[config.mk]
export PLATFORM = sky130hd
export DESIGN_NAME = lfp_ocv_to_soc_interpolator
export DESIGN_NICKNAME = d
export VERILOG_FILES = /design/src/rtl/ocvsoc_pkg.sv /design/src/rtl/ocvsoc_front.sv /design/src/rtl/ocvsoc_queue.sv /design/src/rtl/ocvsoc_back.sv /design/src/rtl/lfp_ocv_to_soc_interpolator.sv
export SDC_FILE = /design/constraint.sdc
export NUM_CORES = 1
export LEC_CHECK = 0
export BUFFER_PORTS_ARGS = -buffer_cell sky130_fd_sc_hd__buf_2
export CAP_MARGIN = 25
export CORE_ASPECT_RATIO = 0.7
export CORE_MARGIN = 2
export CORE_UTILIZATION = 55
export CTS_CLUSTER_DIAMETER = 120
export CTS_CLUSTER_SIZE = 30
export DETAILED_ROUTE_END_ITERATION = 10
export PLACE_DENSITY = 0.72
export SYNTH_ARGS = -nofsm -noshare
export SYNTH_HDL_FRONTEND = slang
export SYNTH_HIERARCHICAL = 1
export SYNTH_SLANG_ARGS = --single-unit
[constraint.sdc]
create_clock -name clock -period 9.55 [get_ports clock]
set_input_delay 0.4775 -clock clock [delete_from_list [all_inputs] [get_ports clock]]
set_output_delay 0.4775 -clock clock [all_outputs]
set_load 0.05 [all_outputs]
[src/rtl/ocvsoc_pkg.sv]
// Package for the LFP OCV to state-of-charge converter.
// Holds the OCV table, field widths, the job mode codes and the job struct.
// No dependencies.
`timescale 1ns / 1ps

package ocvsoc_pkg;

   // Field widths of the two channels.
   localparam int IN_W  = 16;
   localparam int OUT_W = 15;

   // Stored table geometry.
   localparam int STORED_POINTS = 15;
   localparam int SEG_COUNT     = STORED_POINTS - 1;
   localparam int SEG_IDX_W     = $clog2(SEG_COUNT);
   localparam int PT_IDX_W      = $clog2(STORED_POINTS);
   localparam int MV_W          = 12;
   localparam int PCT_W         = 7;

   // Offset into a segment is below the widest segment span (300 mV).
   localparam int DELTA_W = 9;
   // Offset times the segment's SOC rise.
   localparam int PROD_W  = DELTA_W + PCT_W;

   // Reciprocal of each segment span, scaled by 2^RECIP_SHIFT and rounded up.
   localparam int RECIP_SHIFT = 36;
   localparam int RECIP_W     = 32;

   localparam logic [IN_W-1:0] PLATEAU_LO_MV = 16'd3250;
   localparam logic [IN_W-1:0] PLATEAU_HI_MV = 16'd3350;
   localparam logic [PCT_W-1:0] SOC_FULL_PCT = 7'd100;

   // Queue depth between the front and the back.
   localparam int QUEUE_DEPTH = 2;

   // OCV table, ordered from high voltage to low voltage.
   localparam logic [MV_W-1:0] OCV_MV [STORED_POINTS] = '{
      12'd3650, 12'd3500, 12'd3450, 12'd3400, 12'd3370, 12'd3350,
      12'd3250, 12'd3230, 12'd3200, 12'd3150, 12'd3100, 12'd3000,
      12'd2900, 12'd2800, 12'd2500
   };
   localparam logic [PCT_W-1:0] OCV_SOC [STORED_POINTS] = '{
      7'd100, 7'd99, 7'd97, 7'd94, 7'd90, 7'd87,
      7'd22,  7'd17, 7'd12, 7'd8,  7'd5,  7'd3,
      7'd2,   7'd1,  7'd0
   };

   // What the back has to do with a classified transaction.
   typedef enum logic [1:0] {
      MODE_INTERP,
      MODE_EMPTY,
      MODE_FULL,
      MODE_PLATEAU
   } mode_type;

   typedef struct packed {
      mode_type               mode;
      logic [SEG_IDX_W-1:0]   seg_idx;
      logic [DELTA_W-1:0]     delta_mv;
   } job_type;

endpackage

[src/rtl/ocvsoc_front.sv]
// Front end: accepts a cell voltage, finds its table segment and registers the job.
// Depends on ocvsoc_pkg.
`timescale 1ns / 1ps

module ocvsoc_front #(
   parameter int TABLE_POINTS = 15
) (
   input  logic                         clock,
   input  logic                         reset,
   input  logic                         req_valid,
   output logic                         req_ready,
   input  logic [ocvsoc_pkg::IN_W-1:0]  req_cell_mv,
   output logic                         job_valid,
   input  logic                         job_ready,
   output ocvsoc_pkg::job_type          job
);

   localparam int POINTS_RAW = (TABLE_POINTS < ocvsoc_pkg::STORED_POINTS) ?
                               TABLE_POINTS : ocvsoc_pkg::STORED_POINTS;
   localparam int POINTS     = (POINTS_RAW < 2) ? 2 : POINTS_RAW;

   localparam logic [ocvsoc_pkg::IN_W-1:0] LOW_MV =
      ocvsoc_pkg::IN_W'(ocvsoc_pkg::OCV_MV[POINTS-1]);
   localparam logic [ocvsoc_pkg::IN_W-1:0] HIGH_MV =
      ocvsoc_pkg::IN_W'(ocvsoc_pkg::OCV_MV[0]);

   logic                job_valid_ff;
   logic                job_valid_in;
   ocvsoc_pkg::job_type job_ff;
   ocvsoc_pkg::job_type job_in;
   ocvsoc_pkg::job_type class_job;
   logic                accept;

   // The holding register frees when it is empty or its job moves on.
   assign req_ready = !job_valid_ff || job_ready;
   assign accept    = req_valid && req_ready;

   // Classify the voltage. Segments are contiguous and descend, so the first
   // segment whose low end is at or below the voltage is the one that holds it.
   always_comb begin
      class_job.mode     = ocvsoc_pkg::MODE_PLATEAU;
      class_job.seg_idx  = '0;
      class_job.delta_mv = '0;
      priority if (req_cell_mv > ocvsoc_pkg::PLATEAU_LO_MV &&
                   req_cell_mv < ocvsoc_pkg::PLATEAU_HI_MV) begin
         class_job.mode = ocvsoc_pkg::MODE_PLATEAU;
      end else if (req_cell_mv <= LOW_MV) begin
         class_job.mode = ocvsoc_pkg::MODE_EMPTY;
      end else if (req_cell_mv >= HIGH_MV) begin
         class_job.mode = ocvsoc_pkg::MODE_FULL;
      end else begin
         for (int i = POINTS - 2; i >= 0; i--) begin
            if (req_cell_mv >= ocvsoc_pkg::IN_W'(ocvsoc_pkg::OCV_MV[i+1])) begin
               class_job.mode     = ocvsoc_pkg::MODE_INTERP;
               class_job.seg_idx  = ocvsoc_pkg::SEG_IDX_W'(i);
               class_job.delta_mv = ocvsoc_pkg::DELTA_W'(
                  req_cell_mv - ocvsoc_pkg::IN_W'(ocvsoc_pkg::OCV_MV[i+1]));
            end
         end
      end
   end

   // Next state of the holding register.
   always_comb begin
      job_valid_in = job_valid_ff;
      job_in       = job_ff;
      if (accept) begin
         job_valid_in = 1'b1;
         job_in       = class_job;
      end else if (job_ready) begin
         job_valid_in = 1'b0;
      end
   end

   always_ff @(posedge clock) begin
      if (reset) begin
         job_valid_ff <= 1'b0;
      end else begin
         job_valid_ff <= job_valid_in;
      end
   end

   always_ff @(posedge clock) begin
      job_ff <= job_in;
   end

   assign job_valid = job_valid_ff;
   assign job       = job_ff;

endmodule

[src/rtl/ocvsoc_queue.sv]
// Short job queue between the front end and the back end.
// Depends on ocvsoc_pkg.
`timescale 1ns / 1ps

module ocvsoc_queue (
   input  logic                clock,
   input  logic                reset,
   input  logic                push_valid,
   output logic                push_ready,
   input  ocvsoc_pkg::job_type push_job,
   output logic                pop_valid,
   input  logic                pop_ready,
   output ocvsoc_pkg::job_type pop_job
);

   localparam int PTR_W = $clog2(ocvsoc_pkg::QUEUE_DEPTH);
   localparam int CNT_W = $clog2(ocvsoc_pkg::QUEUE_DEPTH + 1);
   localparam logic [CNT_W-1:0] DEPTH_CNT = CNT_W'(ocvsoc_pkg::QUEUE_DEPTH);

   ocvsoc_pkg::job_type mem [ocvsoc_pkg::QUEUE_DEPTH];

   logic [PTR_W-1:0] wr_ptr_ff;
   logic [PTR_W-1:0] wr_ptr_in;
   logic [PTR_W-1:0] rd_ptr_ff;
   logic [PTR_W-1:0] rd_ptr_in;
   logic [CNT_W-1:0] count_ff;
   logic [CNT_W-1:0] count_in;
   logic             push;
   logic             pop;

   assign push_ready = (count_ff != DEPTH_CNT);
   assign pop_valid  = (count_ff != '0);
   assign push       = push_valid && push_ready;
   assign pop        = pop_valid && pop_ready;
   assign pop_job    = mem[rd_ptr_ff];

   // Pointer and fill count updates.
   always_comb begin
      wr_ptr_in = push ? wr_ptr_ff + PTR_W'(1) : wr_ptr_ff;
      rd_ptr_in = pop  ? rd_ptr_ff + PTR_W'(1) : rd_ptr_ff;
      count_in  = count_ff;
      if (push && !pop) begin
         count_in = count_ff + CNT_W'(1);
      end else if (pop && !push) begin
         count_in = count_ff - CNT_W'(1);
      end
   end

   always_ff @(posedge clock) begin
      if (reset) begin
         wr_ptr_ff <= '0;
         rd_ptr_ff <= '0;
         count_ff  <= '0;
      end else begin
         wr_ptr_ff <= wr_ptr_in;
         rd_ptr_ff <= rd_ptr_in;
         count_ff  <= count_in;
      end
   end

   // Storage write.
   always_ff @(posedge clock) begin
      if (push) begin
         mem[wr_ptr_ff] <= push_job;
      end
   end

endmodule

[src/rtl/ocvsoc_back.sv]
// Back end: two-stage interpolation pipeline that ends in the result register.
// Depends on ocvsoc_pkg.
`timescale 1ns / 1ps

module ocvsoc_back #(
   parameter int FRAC_BITS = 8
) (
   input  logic                         clock,
   input  logic                         reset,
   input  logic                         job_valid,
   output logic                         job_ready,
   input  ocvsoc_pkg::job_type          job,
   output logic                         rsp_valid,
   input  logic                         rsp_ready,
   output logic [ocvsoc_pkg::OUT_W-1:0] rsp_soc_fixed,
   output logic                         rsp_soc_valid
);

   localparam int SOC_W  = ocvsoc_pkg::PCT_W + FRAC_BITS;
   localparam int CALC_W = (SOC_W > ocvsoc_pkg::OUT_W) ? SOC_W : ocvsoc_pkg::OUT_W;
   localparam int MUL_W  = ocvsoc_pkg::PROD_W + ocvsoc_pkg::RECIP_W;
   localparam int QSHIFT = ocvsoc_pkg::RECIP_SHIFT - FRAC_BITS;

   typedef struct packed {
      ocvsoc_pkg::mode_type               mode;
      logic [ocvsoc_pkg::SEG_IDX_W-1:0]   seg_idx;
      logic [ocvsoc_pkg::PROD_W-1:0]      prod;
   } stage_type;

   // Per-segment constants: SOC rise, span reciprocal and low-end SOC.
   logic [ocvsoc_pkg::PCT_W-1:0]   rise_tab  [ocvsoc_pkg::SEG_COUNT];
   logic [ocvsoc_pkg::RECIP_W-1:0] recip_tab [ocvsoc_pkg::SEG_COUNT];
   logic [ocvsoc_pkg::PCT_W-1:0]   base_tab  [ocvsoc_pkg::SEG_COUNT];

   for (genvar g = 0; g < ocvsoc_pkg::SEG_COUNT; g++) begin : g_seg
      localparam longint SPAN = longint'(ocvsoc_pkg::OCV_MV[g]) -
                                longint'(ocvsoc_pkg::OCV_MV[g+1]);
      localparam longint RECIP =
         ((longint'(1) << ocvsoc_pkg::RECIP_SHIFT) + SPAN - 1) / SPAN;
      assign rise_tab[g]  = ocvsoc_pkg::OCV_SOC[g] - ocvsoc_pkg::OCV_SOC[g+1];
      assign recip_tab[g] = ocvsoc_pkg::RECIP_W'(RECIP);
      assign base_tab[g]  = ocvsoc_pkg::OCV_SOC[g+1];
   end

   logic                          s1_valid_ff;
   logic                          s1_valid_in;
   stage_type                     s1_ff;
   stage_type                     s1_in;
   logic                          s2_valid_ff;
   logic                          s2_valid_in;
   logic [ocvsoc_pkg::OUT_W-1:0]  s2_soc_ff;
   logic [ocvsoc_pkg::OUT_W-1:0]  s2_soc_in;
   logic                          s2_ok_ff;
   logic                          s2_ok_in;
   logic                          s2_load;
   logic                          s1_load;
   logic [MUL_W-1:0]              scaled;
   logic [CALC_W-1:0]             quot;
   logic [CALC_W-1:0]             base;
   logic [CALC_W-1:0]             soc_calc;

   // Stall chain: each stage loads when it is empty or its content moves on.
   assign s2_load   = !s2_valid_ff || rsp_ready;
   assign job_ready = !s1_valid_ff || s2_load;
   assign s1_load   = job_valid && job_ready;

   // Stage 1: offset times the segment's SOC rise.
   always_comb begin
      s1_in.mode    = job.mode;
      s1_in.seg_idx = job.seg_idx;
      s1_in.prod    = ocvsoc_pkg::PROD_W'(job.delta_mv * rise_tab[job.seg_idx]);
      s1_valid_in   = s1_valid_ff;
      if (s1_load) begin
         s1_valid_in = 1'b1;
      end else if (s2_load) begin
         s1_valid_in = 1'b0;
      end
   end

   // Stage 2: divide by the span through its reciprocal and add the low end, or give the empty, full or plateau result.
   always_comb begin
      scaled   = MUL_W'(s1_ff.prod) * MUL_W'(recip_tab[s1_ff.seg_idx]);
      quot     = CALC_W'(scaled >> QSHIFT);
      base     = CALC_W'(base_tab[s1_ff.seg_idx]) << FRAC_BITS;
      soc_calc = '0;
      s2_ok_in = 1'b1;
      unique case (s1_ff.mode)
         ocvsoc_pkg::MODE_INTERP: begin
            soc_calc = base + quot;
         end
         ocvsoc_pkg::MODE_EMPTY: begin
            soc_calc = '0;
         end
         ocvsoc_pkg::MODE_FULL: begin
            soc_calc = CALC_W'(ocvsoc_pkg::SOC_FULL_PCT) << FRAC_BITS;
         end
         ocvsoc_pkg::MODE_PLATEAU: begin
            s2_ok_in = 1'b0;
         end
         default: begin
            s2_ok_in = 1'b0;
         end
      endcase
      s2_soc_in   = soc_calc[ocvsoc_pkg::OUT_W-1:0];
      s2_valid_in = s2_valid_ff;
      if (s2_load) begin
         s2_valid_in = s1_valid_ff;
      end
   end

   always_ff @(posedge clock) begin
      if (reset) begin
         s1_valid_ff <= 1'b0;
         s2_valid_ff <= 1'b0;
      end else begin
         s1_valid_ff <= s1_valid_in;
         s2_valid_ff <= s2_valid_in;
      end
   end

   // Payload registers.
   always_ff @(posedge clock) begin
      if (s1_load) begin
         s1_ff <= s1_in;
      end
      if (s2_load && s1_valid_ff) begin
         s2_soc_ff <= s2_soc_in;
         s2_ok_ff  <= s2_ok_in;
      end
   end

   assign rsp_valid     = s2_valid_ff;
   assign rsp_soc_fixed = s2_soc_ff;
   assign rsp_soc_valid = s2_ok_ff;

endmodule

[src/rtl/lfp_ocv_to_soc_interpolator.sv]
// Top level of the LFP OCV to state-of-charge converter.
// Depends on ocvsoc_pkg, ocvsoc_front, ocvsoc_queue and ocvsoc_back.
`timescale 1ns / 1ps

// Usage:
// Each transaction on the req_ channel carries one cell voltage in millivolts.
// Each one produces exactly one transaction on the rsp_ channel, in order:
// the state of charge in percent scaled by 2^FRAC_BITS, truncated, and a
// flag that is low when the voltage lies on the flat plateau between
// 3250 mV and 3350 mV, exclusive, where the estimate is unusable.
// Both channels use valid/ready; a transaction moves when both are high.
// From req acceptance to rsp_valid a transaction passes the front register,
// the two-entry job queue, then the multiply stage and the result register.
// Throughput is one transaction per cycle while rsp_ready is high; the two multipliers of the back
// end are each used once per transaction and are fully pipelined.
// When the receiver holds rsp_ready low, the back end fills, then the queue,
// then the front register, and only then does req_ready fall; input keeps
// being taken while a finished result waits.
// Synchronous reset empties every stage and the queue; no clearing pass.
module lfp_ocv_to_soc_interpolator #(
   parameter int FRAC_BITS    = 8,
   parameter int TABLE_POINTS = 15
) (
   input  logic                         clock,
   input  logic                         reset,
   input  logic                         req_valid,
   output logic                         req_ready,
   input  logic [ocvsoc_pkg::IN_W-1:0]  req_cell_mv,
   output logic                         rsp_valid,
   input  logic                         rsp_ready,
   output logic [ocvsoc_pkg::OUT_W-1:0] rsp_soc_fixed,
   output logic                         rsp_soc_valid
);

   logic                front_valid;
   logic                front_ready;
   ocvsoc_pkg::job_type front_job;
   logic                queue_valid;
   logic                queue_ready;
   ocvsoc_pkg::job_type queue_job;

   // Classification of incoming voltages.
   ocvsoc_front #(
      .TABLE_POINTS (TABLE_POINTS)
   ) u_front (
      .clock       (clock),
      .reset       (reset),
      .req_valid   (req_valid),
      .req_ready   (req_ready),
      .req_cell_mv (req_cell_mv),
      .job_valid   (front_valid),
      .job_ready   (front_ready),
      .job         (front_job)
   );

   // Decoupling queue.
   ocvsoc_queue u_queue (
      .clock      (clock),
      .reset      (reset),
      .push_valid (front_valid),
      .push_ready (front_ready),
      .push_job   (front_job),
      .pop_valid  (queue_valid),
      .pop_ready  (queue_ready),
      .pop_job    (queue_job)
   );

   // Interpolation and result register.
   ocvsoc_back #(
      .FRAC_BITS (FRAC_BITS)
   ) u_back (
      .clock         (clock),
      .reset         (reset),
      .job_valid     (queue_valid),
      .job_ready     (queue_ready),
      .job           (queue_job),
      .rsp_valid     (rsp_valid),
      .rsp_ready     (rsp_ready),
      .rsp_soc_fixed (rsp_soc_fixed),
      .rsp_soc_valid (rsp_soc_valid)
   );

endmodule

==> impl_metrics.env <==
export IMPL_dieArea_um2=40080
export IMPL_clock_latency_ns=0.35
export IMPL_vias=17360
export IMPL_cts_tree="built"
export IMPL_synth_xor_area_frac=0.02401
export IMPL_post_synth_top_area_cell="fa_1"
export IMPL_min_from="req_valid"
export IMPL_coreArea_um2=38140
export IMPL_place_gp_congestion=1.016
export IMPL_area_growth_pct=6.505
export IMPL_ys_types=97
export IMPL_initial_core_util=0.5548
export IMPL_cap_viol_max_count=0
export IMPL_synthMuxAreaShare=0.009402
export IMPL_synth_cells=2349
export IMPL_grt_max_degree=41
export IMPL_wl_um=68480
export IMPL_layout_commonest_cell="inv_1"
export IMPL_rows=60
export IMPL_nNetsFinal=2931
export IMPL_cts_buffers=9
export IMPL_synth_top_family_by_area="adder cells"
export IMPL_cts_htree_levels=3
export IMPL_drtIter0Drc=1997
export IMPL_via_per_inst=6.056
export IMPL_fin_skew_ns=0.01066
export IMPL_drc_errors=0
export IMPL_critPathKind="reg -> reg"
export IMPL_synth_area_leaders="fa_1 34%, edfxtp_1 12%, ha_1 11%"
export IMPL_syn_area_per_cell_um2=9.008
export IMPL_r2r_start="u_back/s1_ff[19]"
export IMPL_synth_top_cell_area_share=0.3397
export IMPL_antenna_left=0
export IMPL_synth_compound_area_frac=0.1131
export IMPL_synth_edf_count=83
export IMPL_hold_viol=0
export IMPL_dp_cells=2838
export IMPL_die_height_um=168.1
export IMPL_ys_seq_elements=91
export IMPL_max_freq_mhz=108.6
export IMPL_synth_async_sr_flop_share=0
export IMPL_cts_root_buffer="clkbuf_16"
export IMPL_finalCriticalPeriod_ns=9.209
export IMPL_synth_adder_area_share=0.4501
export IMPL_clockBufferDepth=2
export IMPL_status="complete, no violations"
export IMPL_hp_class="in -> reg"
export IMPL_ys_seq_area_frac=0.1254
export IMPL_syn_nets=2914
export IMPL_wl_per_cell_um=23.88
export IMPL_slew_headroom=0.2317
export IMPL_dr_pass1_iters=6
export IMPL_cpMostUsedCell="fa_1"
export IMPL_final_cell_mix="496 x inv_1, 359 x fa_1, 240 x nand2_1, 188 x and2_1, 186 x ha_1"
export IMPL_path_max_fanout=8
export IMPL_finalMaxSlewViolations=0
export IMPL_drive_above_1_share=0.08520
export IMPL_fin_cells=2867
export IMPL_synth_area_um2=21160
export IMPL_crit_path_start_kind="register"
export IMPL_numClockSinks=91
export IMPL_cts_hold_buf=0
export IMPL_place_hpwl_um=55250
export IMPL_worstMarginPinSlew_ns=1.152
export IMPL_cp_slowest_cell="fa_1"
export IMPL_grt_pass1_vias=17670
export IMPL_pin_count=38
export IMPL_setup_viol=0
export IMPL_grt_pass1_wl_um=105000
export IMPL_cp_required_ns=9.65
export IMPL_yosys_area_share_simple=0.1683
export IMPL_numPortBuffers=37
export IMPL_period_share=0.9643
export IMPL_max_stage_delay_ns=0.61
export IMPL_crit_path_start="u_back/s1_ff[19]"
export IMPL_grt_total_usage=0.3509
export IMPL_synthFlopType="edfxtp_1"
export IMPL_antennaDiodeCount=0
export IMPL_clk_pin_slew_ns=0.07
export IMPL_whs_ns=0.3661
export IMPL_overflow=0
export IMPL_ys_warn_count=6
export IMPL_crit_arrival_ns=9.31
export IMPL_antenna_found_initial=1
export IMPL_cp_end_kind="register"
export IMPL_die_x_um=238.4
[area by class of cell]
class	count	area, µm²
flip-flops and latches	91	2653
clock inverters	7	93.84
multi-input cells	1655	16300
inverters	499	1873
repair buffers	110	774.5
fillers	3303	15600
clock buffers	9	225.2
well taps	496	620.6
[registers in the layout, summed over array words and instances, names as in the netlist, named ones only]
| register | flops |
|---|---|
| u_back/s1_valid_ff | 1 |
| u_back/rsp_soc_fixed | 15 |
| u_queue/wr_ptr_ff | 1 |
| u_front/job | 15 |
| u_back/rsp_valid | 1 |
| u_back/s1_ff | 22 |
| u_queue/count_ff | 2 |
| u_queue/rd_ptr_ff | 1 |
| u_back/rsp_soc_valid | 1 |
| u_front/job_valid | 1 |
| u_queue/mem | 30 |
[cells in the mapped netlist, types with 5 or more instances]
master and instances:
fa_1 359, or3_1 8, buf_1 6, nand2b_1 11, o21ai_0 60, nor4_1 10, ha_1 186, dfxtp_1 8
nor2_1 78, a31oi_1 18, nor2b_1 20, a21oi_1 99, nor3_1 24, or2_2 5, o31ai_1 6, edfxtp_1 83
o21a_1 8, nand4_1 7, o22ai_1 6, inv_1 497, a21o_1 25, nand3b_1 5, nand3_1 24, clkbuf_1 83
and3_1 28, o21bai_1 10, a311oi_1 7, a221oi_1 7, a211oi_1 12, and2_1 190, buf_2 8, o211ai_1 11
mux2_2 15, xor2_1 14, o221ai_1 11, xnor2_1 44, nand2_1 241
[critical path, delay by kind of cell, from the launching register on]
kind	cells	cell delay (ns)
fa+ha+maj	8	3.94
compound gates	8	1.46
simple gates	8	1.32
buf+inv	8	1.27
flops	1	0.52
xor+xnor	3	0.44
[kinds of logic (layout without fill, tap and decap cells)]
group	count (synthesis)	count (layout)
buffers and inverters	604	625
flip-flops	91	91
AO/OA/AOI/OAI	348	348
adder cells (fa/ha/maj)	546	546
multiplexers	18	18
AND/OR/NAND/NOR	684	685
XOR/XNOR	58	58
[metrics by stage]
stage / TNS [ns] / worst slack, ns / util / area, µm²
global placement: 0 / 0.3195 / 0.5771 / 22010
finish: 0 / 0.3409 / 0.5909 / 22540
detailed placement: 0 / 0.08636 / 0.5773 / 22010
global route: -0.05053 / -0.05053 / 0.5909 / 22540
CTS: 0 / 0.03494 / 0.5856 / 22330
floorplan: 0 / 0.8925 / - / 21160
[path summary, 6_finish.rpt]
kind	end	slack, ns	cells past startpoint
max reg2reg	u_back/rsp_soc_fixed[14]	0.34	35
min	u_front/job_valid	0.37	3
min reg2reg	u_queue/mem[0][11]	0.45	0
max	u_back/rsp_soc_fixed[14]	0.34	35
[layer usage]
layer  share of wire  global-route usage  wire length (µm)
met1            0.42              0.5151             29060
met3            0.17              0.1712             11860
met5          0.0017             0.02061               113
met2            0.38              0.4638             26210
met4           0.018             0.07011              1234
[what timing repair did]
item                                    CTS  global route
endpoints found under the setup margin    0             3
setup buffers                             0            12
gates resized for setup                   0            27
Power is left out: the tool's default activity adds up to more than one toggle a clock period on the data nets, which glitch-free logic cannot reach.
